--- src/design/timed_observation_window_store_assert.svh ---
// assertion macros for the timed observation window store
// used by the top level, expects clk and rst_n in scope
`ifndef TIMED_OBSERVATION_WINDOW_STORE_ASSERT_SVH
`define TIMED_OBSERVATION_WINDOW_STORE_ASSERT_SVH

// same-cycle implication
`define TOWT_ASSERT_IMP(lbl, ante, cons, msg) \
    lbl: assert property (@(posedge clk) disable iff (!rst_n) (ante) |-> (cons)) \
        else $error(msg);

// next-cycle implication
`define TOWT_ASSERT_NXT(lbl, ante, cons, msg) \
    lbl: assert property (@(posedge clk) disable iff (!rst_n) (ante) |=> (cons)) \
        else $error(msg);

`endif

--- src/design/towt_pkg.sv ---
// shared types and constants for the timed observation window store
// no dependencies
package towt_pkg;

    localparam int TIME_W = 32;
    localparam int EV_W   = 8;
    localparam int THR_W  = 24;

    localparam logic REQ_ADD  = 1'b0;
    localparam logic REQ_READ = 1'b1;

    localparam logic CFG_SLICE_LENGTH   = 1'b0;
    localparam logic CFG_HISTORY_SLICES = 1'b1;

    localparam logic [15:0] SLICE_LENGTH_RST   = 16'd100;
    localparam logic [7:0]  HISTORY_SLICES_RST = 8'd10;

    localparam logic [8:0] SLICE_SAT = 9'd256;

    typedef enum logic [2:0] {
        S_IDLE,
        S_DECODE,
        S_DROP,
        S_INSERT,
        S_EVICT,
        S_RSEL,
        S_RDIV,
        S_DONE
    } state_t;

    typedef enum logic [1:0] {
        OP_HOLD,
        OP_SHIFT,
        OP_INSERT
    } cell_op_t;

    typedef struct packed {
        cell_op_t            op;
        logic [TIME_W-1:0]   new_time;
        logic [EV_W-1:0]     new_ev;
    } row_ctrl_t;

    typedef struct packed {
        logic                head_exp;
        logic [TIME_W-1:0]   rd_time;
        logic [EV_W-1:0]     rd_ev;
    } row_stat_t;

endpackage

--- src/design/towt_div.sv ---
// rounded slice of a delay, one quotient bit a cycle, saturated at 256
// depends on towt_pkg
module towt_div
    import towt_pkg::*;
(
    input  logic              clk,
    input  logic              rst_n,
    input  logic              start,
    input  logic [TIME_W-1:0] dividend,
    input  logic [15:0]       divisor,
    output logic              done,
    output logic [8:0]        slice
);

    logic        busy_reg, busy_next;
    logic        done_reg, done_next;
    logic [2:0]  step_reg, step_next;
    logic [23:0] rem_reg, rem_next;
    logic [7:0]  q_reg, q_next;
    logic        sat_reg, sat_next;
    logic [32:0] biased;
    logic [23:0] sub;

    // adding len - len/2 turns the rounding into a plain floor
    assign biased = {1'b0, dividend} + 33'(divisor - (divisor >> 1));
    assign sub    = {8'b0, divisor} << step_reg;

    always_comb
    begin
        busy_next = busy_reg;
        done_next = 1'b0;
        step_next = step_reg;
        rem_next  = rem_reg;
        q_next    = q_reg;
        sat_next  = sat_reg;
        if (start)
        begin
            busy_next = 1'b1;
            step_next = 3'd7;
            rem_next  = biased[23:0];
            q_next    = '0;
            sat_next  = biased >= {9'b0, divisor, 8'b0};
        end
        else if (busy_reg)
        begin
            if (rem_reg >= sub)
            begin
                rem_next         = rem_reg - sub;
                q_next[step_reg] = 1'b1;
            end
            step_next = step_reg - 1'b1;
            if (step_reg == 3'd0)
            begin
                busy_next = 1'b0;
                done_next = 1'b1;
            end
        end
    end

    always_ff @(posedge clk or negedge rst_n)
    begin
        if (!rst_n)
        begin
            busy_reg <= 1'b0;
            done_reg <= 1'b0;
        end
        else
        begin
            busy_reg <= busy_next;
            done_reg <= done_next;
        end
    end

    always_ff @(posedge clk)
    begin
        step_reg <= step_next;
        rem_reg  <= rem_next;
        q_reg    <= q_next;
        sat_reg  <= sat_next;
    end

    assign done  = done_reg;
    assign slice = sat_reg ? SLICE_SAT : {1'b0, q_reg};

endmodule

--- config.mk ---
export PLATFORM = sky130hd
export DESIGN_NAME = towt_div
export DESIGN_NICKNAME = d
export VERILOG_FILES = /design/src/design/timed_observation_window_store_assert.svh /design/src/design/towt_pkg.sv /design/src/design/towt_div.sv
export SDC_FILE = /design/constraint.sdc
export NUM_CORES = 1
export LEC_CHECK = 0
export BUFFER_PORTS_ARGS = -buffer_cell sky130_fd_sc_hd__buf_2
export CORE_AREA = 5 5 128 130
export DETAILED_ROUTE_END_ITERATION = 6
export DIE_AREA = 0 0 133 135
export SLEW_MARGIN = 20
export SYNTH_ARGS = -nofsm -noshare
export SYNTH_HDL_FRONTEND = slang
export SYNTH_SLANG_ARGS = --single-unit
--- constraint.sdc ---
create_clock -name clk -period 11.2 [get_ports clk]
set_input_delay 1.12 -clock clk [delete_from_list [all_inputs] [get_ports clk]]
set_output_delay 1.12 -clock clk [all_outputs]
set_load 0.1 [all_outputs]
==> flow_metrics.env <==
export IMPL_nets=916
export IMPL_syn_cell_area_um2=5893
export IMPL_netlist_top_cells_area="ha_1 (19%), edfxtp_1 (13%), a21oi_1 (6.1%)"
export IMPL_cts_clk_slew_worst_paths_ns=0.06
export IMPL_dp_hpwl_um=13310
export IMPL_rows=45
export IMPL_die_h_um=135
export IMPL_critPathSlowestCell="o31ai_1"
export IMPL_leakage_uw=0.003061
export IMPL_hold_violations=0
export IMPL_gp_congestion=0.9637
export IMPL_ctsRootBufferMaster="clkbuf_16"
export IMPL_synth_commonest_cells="ha_1 (89), a21oi_1 (72), nand2_1 (62)"
export IMPL_min_period_ns=7.444
export IMPL_slowest_delay_ns=0.46
export IMPL_synth_seq_area_share_pct=17.32
export IMPL_cts_hold_buffers=0
export IMPL_fin_setup_tns_ns=0
export IMPL_fin_cells=962
export IMPL_avgSynthCellArea_um2=8.162
export IMPL_cp_data_required_time_ns=11.23
export IMPL_drtAntennaViolNets=0
export IMPL_fin_worst_skew_ns=0.003670
export IMPL_layout_drive_gt1_share_pct=12.92
export IMPL_syn2layout_area_growth_pct=11.34
export IMPL_max_freq_mhz=134.3
export IMPL_crit_fanout=5
export IMPL_cts_resized=0
export IMPL_regToRegSetupSlack_ns=6.72
export IMPL_synth_enable_flop_cells=25
export IMPL_irDropWorstVdd_uv=76.55
export IMPL_path_buf_inv=2
export IMPL_finalMaxSlewViolations=0
export IMPL_die_area_um2=17960
export IMPL_port_buffers=60
export IMPL_dpl_worst_slack_ns=3.535
export IMPL_antenna_cells_inserted=0
export IMPL_worstReg2RegEnd="rem_reg[11]"
export IMPL_cts_setup_buffers=0
export IMPL_finalWorstSetupSlack_ns=3.756
export IMPL_num_vias=5480
export IMPL_cts_made_buffers=5
export IMPL_synth_fp_nets=865
export IMPL_vias_per_cell=5.696
export IMPL_startpoint="divisor[2]"
export IMPL_synth_async_reset_ratio_pct=5.263
export IMPL_synth_most_common_cell="ha_1"
export IMPL_wl_per_cell_um=17.06
export IMPL_path_depth=33
export IMPL_synth_top_flop_cell="edfxtp_1"
export IMPL_drc=0
export IMPL_synthCells=722
export IMPL_hold_path_depth=1
export IMPL_arrival_ns=7.48
export IMPL_track_usage_pct=17.90
export IMPL_largest_reg_flops=24
export IMPL_netlist_area_leader_share_pct=18.90
export IMPL_crit_path_end_kind="register"
export IMPL_ctsHtreeMaxLevel=2
export IMPL_dp_cells=954
export IMPL_clk_latency_ns=0.28
export IMPL_startpoint_type="input port"
export IMPL_io_pins=61
export IMPL_post_route_period_util_pct=66.47
export IMPL_relSlewSlack_pct=43.64
export IMPL_tightest_slew_ns=0.8454
export IMPL_synth_cell_types=75
export IMPL_firstDrtPassIters=5
export IMPL_cpLargestDelayFamily="compound AO/OA/AOI/OAI gates"
export IMPL_ys_ff_latch=38
export IMPL_grt_max_degree=49
export IMPL_cts_sinks=38
export IMPL_initial_core_util_pct=39.20
export IMPL_hold_class="register to register"
export IMPL_die_x_um=133
export IMPL_antenna_found_initial=0
export IMPL_clock_path_buffers=2
export IMPL_wl_um=16410
export IMPL_grt_overflow=0
export IMPL_grt_pass1_wl_um=26390
export IMPL_status="finished clean"
export IMPL_reg2regPathDepth=13
export IMPL_p_per_area_nw_per_um2=201.2
export IMPL_synth_largest_area_cell="ha_1"
export IMPL_grt_pass1_vias=5360
export IMPL_rsz0062_at_grt="no"
export IMPL_drv_cap=0
export IMPL_fillers=1523
export IMPL_crit_type="input port to register"
export IMPL_r2r_start="step_reg[1]"
export IMPL_dr_first_iter_drc_count=265
export IMPL_cp_endpoint="sat_reg"
export IMPL_yosys_warnings=0
export IMPL_core_um2=15030
export IMPL_setup_viol=0
export IMPL_cts_tree="built"
metal layers:
| layer | share of wire (%) | vias up | wire, um | global-route usage, % |
|---|---|---|---|---|
| met5 | 0 | - | 0 | 0 |
| met4 | 2.6 | 0 | 422 | 5.485 |
| met3 | 5.9 | 31 | 974 | 2.757 |
| met2 | 44 | 159 | 7177 | 28.61 |
| met1 | 48 | 2494 | 7839 | 24.89 |
| li1 | - | 2796 | - | - |
final cells by class:
type                            count  area, um^2  area share [%]
Clock inverter                      1       8.758          0.1335
Timing Repair Buffer               63       322.8           4.920
Tap cell                          188       235.2           3.585
Clock buffer                        7       175.2           2.670
Sequential cell                    38        1021           15.56
Inverter                           51       191.4           2.918
Multi-Input combinational cell    614        4607           70.21
cells by family (layout without fill, tap and decap cells):
group | Yosys count | after routing | synth area share [%]
flops | 38 | 38 | 17.32
mux | 29 | 29 | 6.667
fa+ha+maj | 92 | 92 | 19.92
xor+xnor | 53 | 53 | 7.877
simple gates | 195 | 195 | 16.09
buf+inv | 70 | 122 | 4.565
compound gates | 245 | 245 | 27.56
worst min-delay path by stage:
stage          startpoint  endpoint
3_3_place_gp     q_reg[7]  q_reg[7]
3_5_place_dp     q_reg[1]  q_reg[1]
2_1_floorplan    q_reg[1]  q_reg[1]
5_1_grt          q_reg[7]  q_reg[7]
4_1_cts          q_reg[1]  q_reg[1]
6_report         q_reg[1]  q_reg[1]
power by group:
part	switching [uW]	internal [uW]	leakage, uW	total (uW)
combinational	536	359	0.00260	895
clock	59.9	110	0.0000904	170
sequential	23.3	232	0.000370	255
total	619	701	0.00306	1320
through the flow:
step / hold WS, ns / area, um^2 / total power, uW / utilization (%)
after global placement: 0.4310 / 6377 / 1139 / 42.42
after CTS: 0.4525 / 6561 / 1315 / 43.65
final: 0.4509 / 6561 / 1320 / 43.65
after floorplan: 0.4186 / 5893 / 929.9 / -
after detailed placement: 0.4372 / 6377 / 1136 / 42.42
after global routing: 0.4763 / 6561 / 1436 / 43.65
cells in the final DEF, fill, tap and decap left out, types with 6 or more instances in the layout:
| cell type | n |
|---|---|
| a211oi_1 | 8 |
| a21boi_0 | 7 |
| a21o_1 | 31 |
| a21oi_1 | 72 |
| and3_1 | 7 |
| buf_2 | 60 |
| clkbuf_16 | 7 |
| dfxtp_1 | 11 |
| edfxtp_1 | 25 |
| ha_1 | 89 |
| inv_1 | 49 |
| mux2i_1 | 19 |
| mux4_2 | 8 |
| nand2_1 | 62 |
| nand3_1 | 17 |
| nand4_1 | 8 |
| nor2_1 | 42 |
| nor2b_1 | 14 |
| nor3_1 | 12 |
| nor4_1 | 6 |
| o211ai_1 | 8 |
| o21a_1 | 11 |
| o21ai_0 | 46 |
| o21bai_1 | 8 |
| xnor2_1 | 37 |
| xor2_1 | 16 |
Power figures use the tool's default switching activity.
