`src/design/timed_observation_window_store_assert.svh`:
```
// assertion macros for the timed observation window store
// used by the top level, expects clk and rst_n in scope
`ifndef TIMED_OBSERVATION_WINDOW_STORE_ASSERT_SVH
`define TIMED_OBSERVATION_WINDOW_STORE_ASSERT_SVH

// same-cycle implication
`define TOWT_ASSERT_IMP(lbl, ante, cons, msg) \
    lbl: assert property (@(posedge clk) disable iff (!rst_n) (ante) |-> (cons)) \
        else $error(msg);

// next-cycle implication
`define TOWT_ASSERT_NXT(lbl, ante, cons, msg) \
    lbl: assert property (@(posedge clk) disable iff (!rst_n) (ante) |=> (cons)) \
        else $error(msg);

`endif

```
`src/design/towt_pkg.sv`:
```
// shared types and constants for the timed observation window store
// no dependencies
package towt_pkg;

    localparam int TIME_W = 32;
    localparam int EV_W   = 8;
    localparam int THR_W  = 24;

    localparam logic REQ_ADD  = 1'b0;
    localparam logic REQ_READ = 1'b1;

    localparam logic CFG_SLICE_LENGTH   = 1'b0;
    localparam logic CFG_HISTORY_SLICES = 1'b1;

    localparam logic [15:0] SLICE_LENGTH_RST   = 16'd100;
    localparam logic [7:0]  HISTORY_SLICES_RST = 8'd10;

    localparam logic [8:0] SLICE_SAT = 9'd256;

    typedef enum logic [2:0] {
        S_IDLE,
        S_DECODE,
        S_DROP,
        S_INSERT,
        S_EVICT,
        S_RSEL,
        S_RDIV,
        S_DONE
    } state_t;

    typedef enum logic [1:0] {
        OP_HOLD,
        OP_SHIFT,
        OP_INSERT
    } cell_op_t;

    typedef struct packed {
        cell_op_t            op;
        logic [TIME_W-1:0]   new_time;
        logic [EV_W-1:0]     new_ev;
    } row_ctrl_t;

    typedef struct packed {
        logic                head_exp;
        logic [TIME_W-1:0]   rd_time;
        logic [EV_W-1:0]     rd_ev;
    } row_stat_t;

endpackage

```
`src/design/towt_cell.sv`:
```
// one list entry: timestamp and evidence, shifts to or from its neighbours
// depends on towt_pkg
module towt_cell
    import towt_pkg::*;
(
    input  logic              clk,
    input  row_ctrl_t         ctrl,
    input  logic [TIME_W-1:0] newest,
    input  logic [THR_W-1:0]  thr,
    input  logic              cell_valid,
    input  logic              le_left,
    input  logic [TIME_W-1:0] left_ts,
    input  logic [EV_W-1:0]   left_ev,
    input  logic [TIME_W-1:0] right_ts,
    input  logic [EV_W-1:0]   right_ev,
    output logic [TIME_W-1:0] ts,
    output logic [EV_W-1:0]   ev,
    output logic              le,
    output logic              expired
);

    logic [TIME_W-1:0] ts_reg, ts_next;
    logic [EV_W-1:0]   ev_reg, ev_next;
    logic [TIME_W-1:0] delay;

    assign delay   = newest - ts_reg;
    assign le      = cell_valid && (ts_reg <= ctrl.new_time);
    // slice above history is the same as delay reaching history*len + len/2
    assign expired = cell_valid && (delay >= {{(TIME_W-THR_W){1'b0}}, thr});

    always_comb
    begin
        ts_next = ts_reg;
        ev_next = ev_reg;
        case (ctrl.op)
            OP_SHIFT:
            begin
                ts_next = right_ts;
                ev_next = right_ev;
            end
            OP_INSERT:
            begin
                if (le)
                begin
                    ts_next = ts_reg;
                    ev_next = ev_reg;
                end
                else if (le_left)
                begin
                    ts_next = ctrl.new_time;
                    ev_next = ctrl.new_ev;
                end
                else
                begin
                    ts_next = left_ts;
                    ev_next = left_ev;
                end
            end
            default:
            begin
                ts_next = ts_reg;
                ev_next = ev_reg;
            end
        endcase
    end

    always_ff @(posedge clk)
    begin
        ts_reg <= ts_next;
        ev_reg <= ev_next;
    end

    assign ts = ts_reg;
    assign ev = ev_reg;

endmodule

```
`src/design/towt_row.sv`:
```
// one node list: a row of entry cells and its fill count
// depends on towt_pkg and towt_cell
module towt_row
    import towt_pkg::*;
#(
    parameter int DEPTH = 16,
    parameter int LEN_W = 5
)
(
    input  logic              clk,
    input  logic              rst_n,
    input  row_ctrl_t         ctrl,
    input  logic [TIME_W-1:0] newest,
    input  logic [THR_W-1:0]  thr,
    input  logic [3:0]        rd_slot,
    output logic [LEN_W-1:0]  len,
    output row_stat_t         stat
);

    logic [LEN_W-1:0]  len_reg, len_next;
    logic [TIME_W-1:0] ts      [DEPTH];
    logic [EV_W-1:0]   evs     [DEPTH];
    logic              le      [DEPTH];
    logic              expired [DEPTH];

    for (genvar k = 0; k < DEPTH; k++)
    begin : g_cell
        logic              le_l;
        logic [TIME_W-1:0] l_ts, r_ts;
        logic [EV_W-1:0]   l_ev, r_ev;

        if (k == 0)
        begin : g_first
            assign le_l = 1'b1;
            assign l_ts = '0;
            assign l_ev = '0;
        end
        else
        begin : g_inner
            assign le_l = le[k-1];
            assign l_ts = ts[k-1];
            assign l_ev = evs[k-1];
        end

        if (k == DEPTH - 1)
        begin : g_last
            assign r_ts = ts[k];
            assign r_ev = evs[k];
        end
        else
        begin : g_body
            assign r_ts = ts[k+1];
            assign r_ev = evs[k+1];
        end

        towt_cell u_cell (
            .clk        (clk),
            .ctrl       (ctrl),
            .newest     (newest),
            .thr        (thr),
            .cell_valid (LEN_W'(k) < len_reg),
            .le_left    (le_l),
            .left_ts    (l_ts),
            .left_ev    (l_ev),
            .right_ts   (r_ts),
            .right_ev   (r_ev),
            .ts         (ts[k]),
            .ev         (evs[k]),
            .le         (le[k]),
            .expired    (expired[k])
        );
    end

    always_comb
    begin
        case (ctrl.op)
            OP_SHIFT:  len_next = len_reg - 1'b1;
            OP_INSERT: len_next = len_reg + 1'b1;
            default:   len_next = len_reg;
        endcase
    end

    always_ff @(posedge clk or negedge rst_n)
    begin
        if (!rst_n)
            len_reg <= '0;
        else
            len_reg <= len_next;
    end

    always_comb
    begin
        stat.head_exp = expired[0];
        stat.rd_time  = '0;
        stat.rd_ev    = '0;
        for (int k = 0; k < DEPTH; k++)
        begin
            if (int'(rd_slot) == k)
            begin
                stat.rd_time = ts[k];
                stat.rd_ev   = evs[k];
            end
        end
    end

    assign len = len_reg;

endmodule

```
`config.mk`:
```
export PLATFORM = sky130hd
export DESIGN_NAME = towt_row
export DESIGN_NICKNAME = d
export VERILOG_FILES = /design/src/design/timed_observation_window_store_assert.svh /design/src/design/towt_pkg.sv /design/src/design/towt_cell.sv /design/src/design/towt_row.sv
export SDC_FILE = /design/constraint.sdc
export NUM_CORES = 2
export LEC_CHECK = 0
export BUFFER_PORTS_ARGS = -buffer_cell sky130_fd_sc_hd__buf_2
export CORE_ASPECT_RATIO = 1.1
export CORE_MARGIN = 1
export CORE_UTILIZATION = 50
export DETAILED_ROUTE_END_ITERATION = 7
export PLACE_DENSITY_LB_ADDON = 0.3
export SLEW_MARGIN = 20
export SYNTH_ARGS = -nofsm -noshare
export SYNTH_HDL_FRONTEND = slang
export SYNTH_HIERARCHICAL = 1
export SYNTH_SLANG_ARGS = --single-unit
```
`constraint.sdc`:
```
create_clock -name clk -period 6.4 [get_ports clk]
set_clock_uncertainty 0.2 [all_clocks]
set_input_delay 1.28 -clock clk [delete_from_list [all_inputs] [get_ports clk]]
set_output_delay 1.28 -clock clk [all_outputs]
set_load 0.005 [all_outputs]
```
==> results.yml <==
outcome:
  status: "complete, but fails checks"
  violations: "setup timing"
critical_path:
  cp.arrival_ns: 4.93
  cp.depth: 20
  path_buf_inv: 4
  cpMaxStageDelayCell: "a221o_1"
  critPathMaxFanout: 4
  worstPathRequired_ns: 4.92
  startpoint_type: "primary input"
  path_cells: "buf_2 > ha_1 > o21ai_0 > nor2_1 > a211o_1 > or2_4 > a31oi_4 > o21bai_1 > a21oi_2 > buf_4 > buf_4 > xnor2_1 > ha_1 > nand4_1 > a21oi_1 > a221o_1 > a221oi_2 > nand4_1 > o41a_1 > buf_2"
  worst_setup_path_end_kind: "output port"
  crit_family: "compound AO/OA/AOI/OAI gates"
  reg2regPathDepth: 12
  path_class: "primary input to output port"
  slowest_delay_ns: 0.40
synth:
  syn_inst: 5948
  synth_warnings: 6
  synth_area_mm2: 0.05464
  syn_avg_cell_area_um2: 9.187
timing:
  hold_viol: 0
  postLayoutSetupSlackWorst_ns: -0.006728
  whs_ns: 0.2474
  slew_headroom: 0.2703
  post-route-period-util: 1.001
  setup_viol: 1
  post-route-min-period_ns: 6.407
  fmaxAchievable_ghz: 0.1561
  rsz0062_at_grt: "yes"
  tightest_slew_ns: 1.083
  drv_slew: 0
routing:
  wl_per_cell_um: 24.95
  drt-pass1-iter-count: 7
  drc: 0
  num_vias: 47900
  detail-route-antenna-nets: 0
  via_per_inst: 6.361
  drt_iter0_markers: 5272
  routed_wl_mm: 187.9
die:
  coreArea_mm2: 0.1078
  die-width_um: 317.2
  ios: 150
  dieArea_mm2: 0.1106
  start_util: 0.5067
  die_h_um: 348.7
  rows: 126
clocking:
  cts_buffer_depth: 3
  clk_latency_ns: 0.66
  cts_sinks: 645
  cts.clk_slew.worst_paths_ns: 0.06
  holdBufCountCts: 0
  cts_max_level: 3
  clock_tree.root_cell: "clkbuf_16"
  numCtsBuffers: 79
  cts_tree: "done"
cells_and_area:
  final_cell_count_no_fill: 7530
  drive_gt1_frac: 0.09997
  antenna_cells: 0
  nets: 6736
  areaGrowthSynthToFinish_pct: 10.57
  largest_reg_flops: 512
placement:
  gp_congestion: 0.9539
  dp.cells: 7382
  dpl.hpwl_mm: 137.4
  port-buffer-count: 149
grt:
  overflow: 0
  grt_pass1_wl_mm: 283.7
  antenna_found_initial: 6
  grt_use_total: 0.3328
  grt_max_degree: 82
  grt_pass1_vias: 46980
power:
  p_leak_nw: 28.50
  p_per_area_mw_per_mm2: 326.7
  peakVddDrop_v: 0.0002350
run:
  drv_cap: 0
min_path:
  min_path_type: "primary input to async pin"
-- worst reg2reg max path, delay by kind of cell, from the launching register on --
family	cells	cell delay, ns
flops	1	0.44
mux	1	0.31
fa+ha+maj	1	0.33
compound gates	9	1.95
buf+inv	1	0.61
-- cell type report --
class | instances | area, um2
timing repair buffer | 349 | 2577
sequential | 645 | 19340
clock inverter | 44 | 367.9
fill | 9716 | 47410
multi-input combinational | 4377 | 31970
clock buffer | 99 | 2116
tap | 1408 | 1762
inverter | 608 | 2285
-- what timing repair did --
| action | CTS | global route |
|---|---|---|
| endpoints found under the setup margin | 1 | 1 |
| setup buffers | 5 | 0 |
| pin swaps | 29 | 1 |
| resized for setup | 24 | 3 |
-- per-layer routing --
layer  part of all wire  track usage  up-vias
met5            0.00045            0        -
met4              0.061       0.1846       14
met3              0.082      0.04765      555
met2               0.46       0.5393     2318
met1               0.39       0.4250    23040
li1                   -            -    21970
-- cells in the final DEF (no fill, tap or decap), types with 110 or more instances in the layout --
cell type	n
ha_1	568
nand4_1	110
inv_1	602
a21oi_1	239
o21ai_0	821
mux2i_1	698
a21o_1	256
nand2_1	748
buf_2	144
buf_4	177
edfxtp_1	640
-- per-stage QoR --
step	power, W	instance area (um2)	worst slack (ns)	utilization	TNS, ns
final	0.01974	60420	-0.006728	0.5603	-0.006728
after global routing	0.02069	60420	-0.2027	0.5603	-0.2027
after CTS	0.01959	60410	-0.02466	0.5602	-0.02466
after detailed placement	0.01503	57800	-0.4284	0.5361	-0.4284
after global placement	0.01481	57800	-0.4119	0.5361	-0.4119
after floorplan	0.01232	54810	0.04812	-	0
-- path summary, 6_finish.rpt --
path,startpoint,endpoint,slack (ns)
min,rst_n,len[3]$_DFFE_PN0P_,0.25
max reg2reg,g_cell[14].u_cell/ts[9]$_DFFE_PP_,g_cell[15].u_cell/ev[3]$_DFFE_PP_,2.28
max in group asynchronous,rst_n,len[4]$_DFFE_PN0P_,5.62
max,newest[9],stat[40],-0.007
min reg2reg,g_cell[13].u_cell/ev[7]$_DFFE_PP_,g_cell[12].u_cell/ev[7]$_DFFE_PP_,0.39
min in group clk,g_cell[13].u_cell/ev[7]$_DFFE_PP_,g_cell[12].u_cell/ev[7]$_DFFE_PP_,0.39
-- power breakdown --
group          switching [W]  total, W  internal (W)
registers            0.00117   0.00714       0.00598
clock network        0.00194   0.00452       0.00258
logic                0.00460   0.00807       0.00347
total                0.00771    0.0197        0.0120
(Power assumes the default switching activity.)
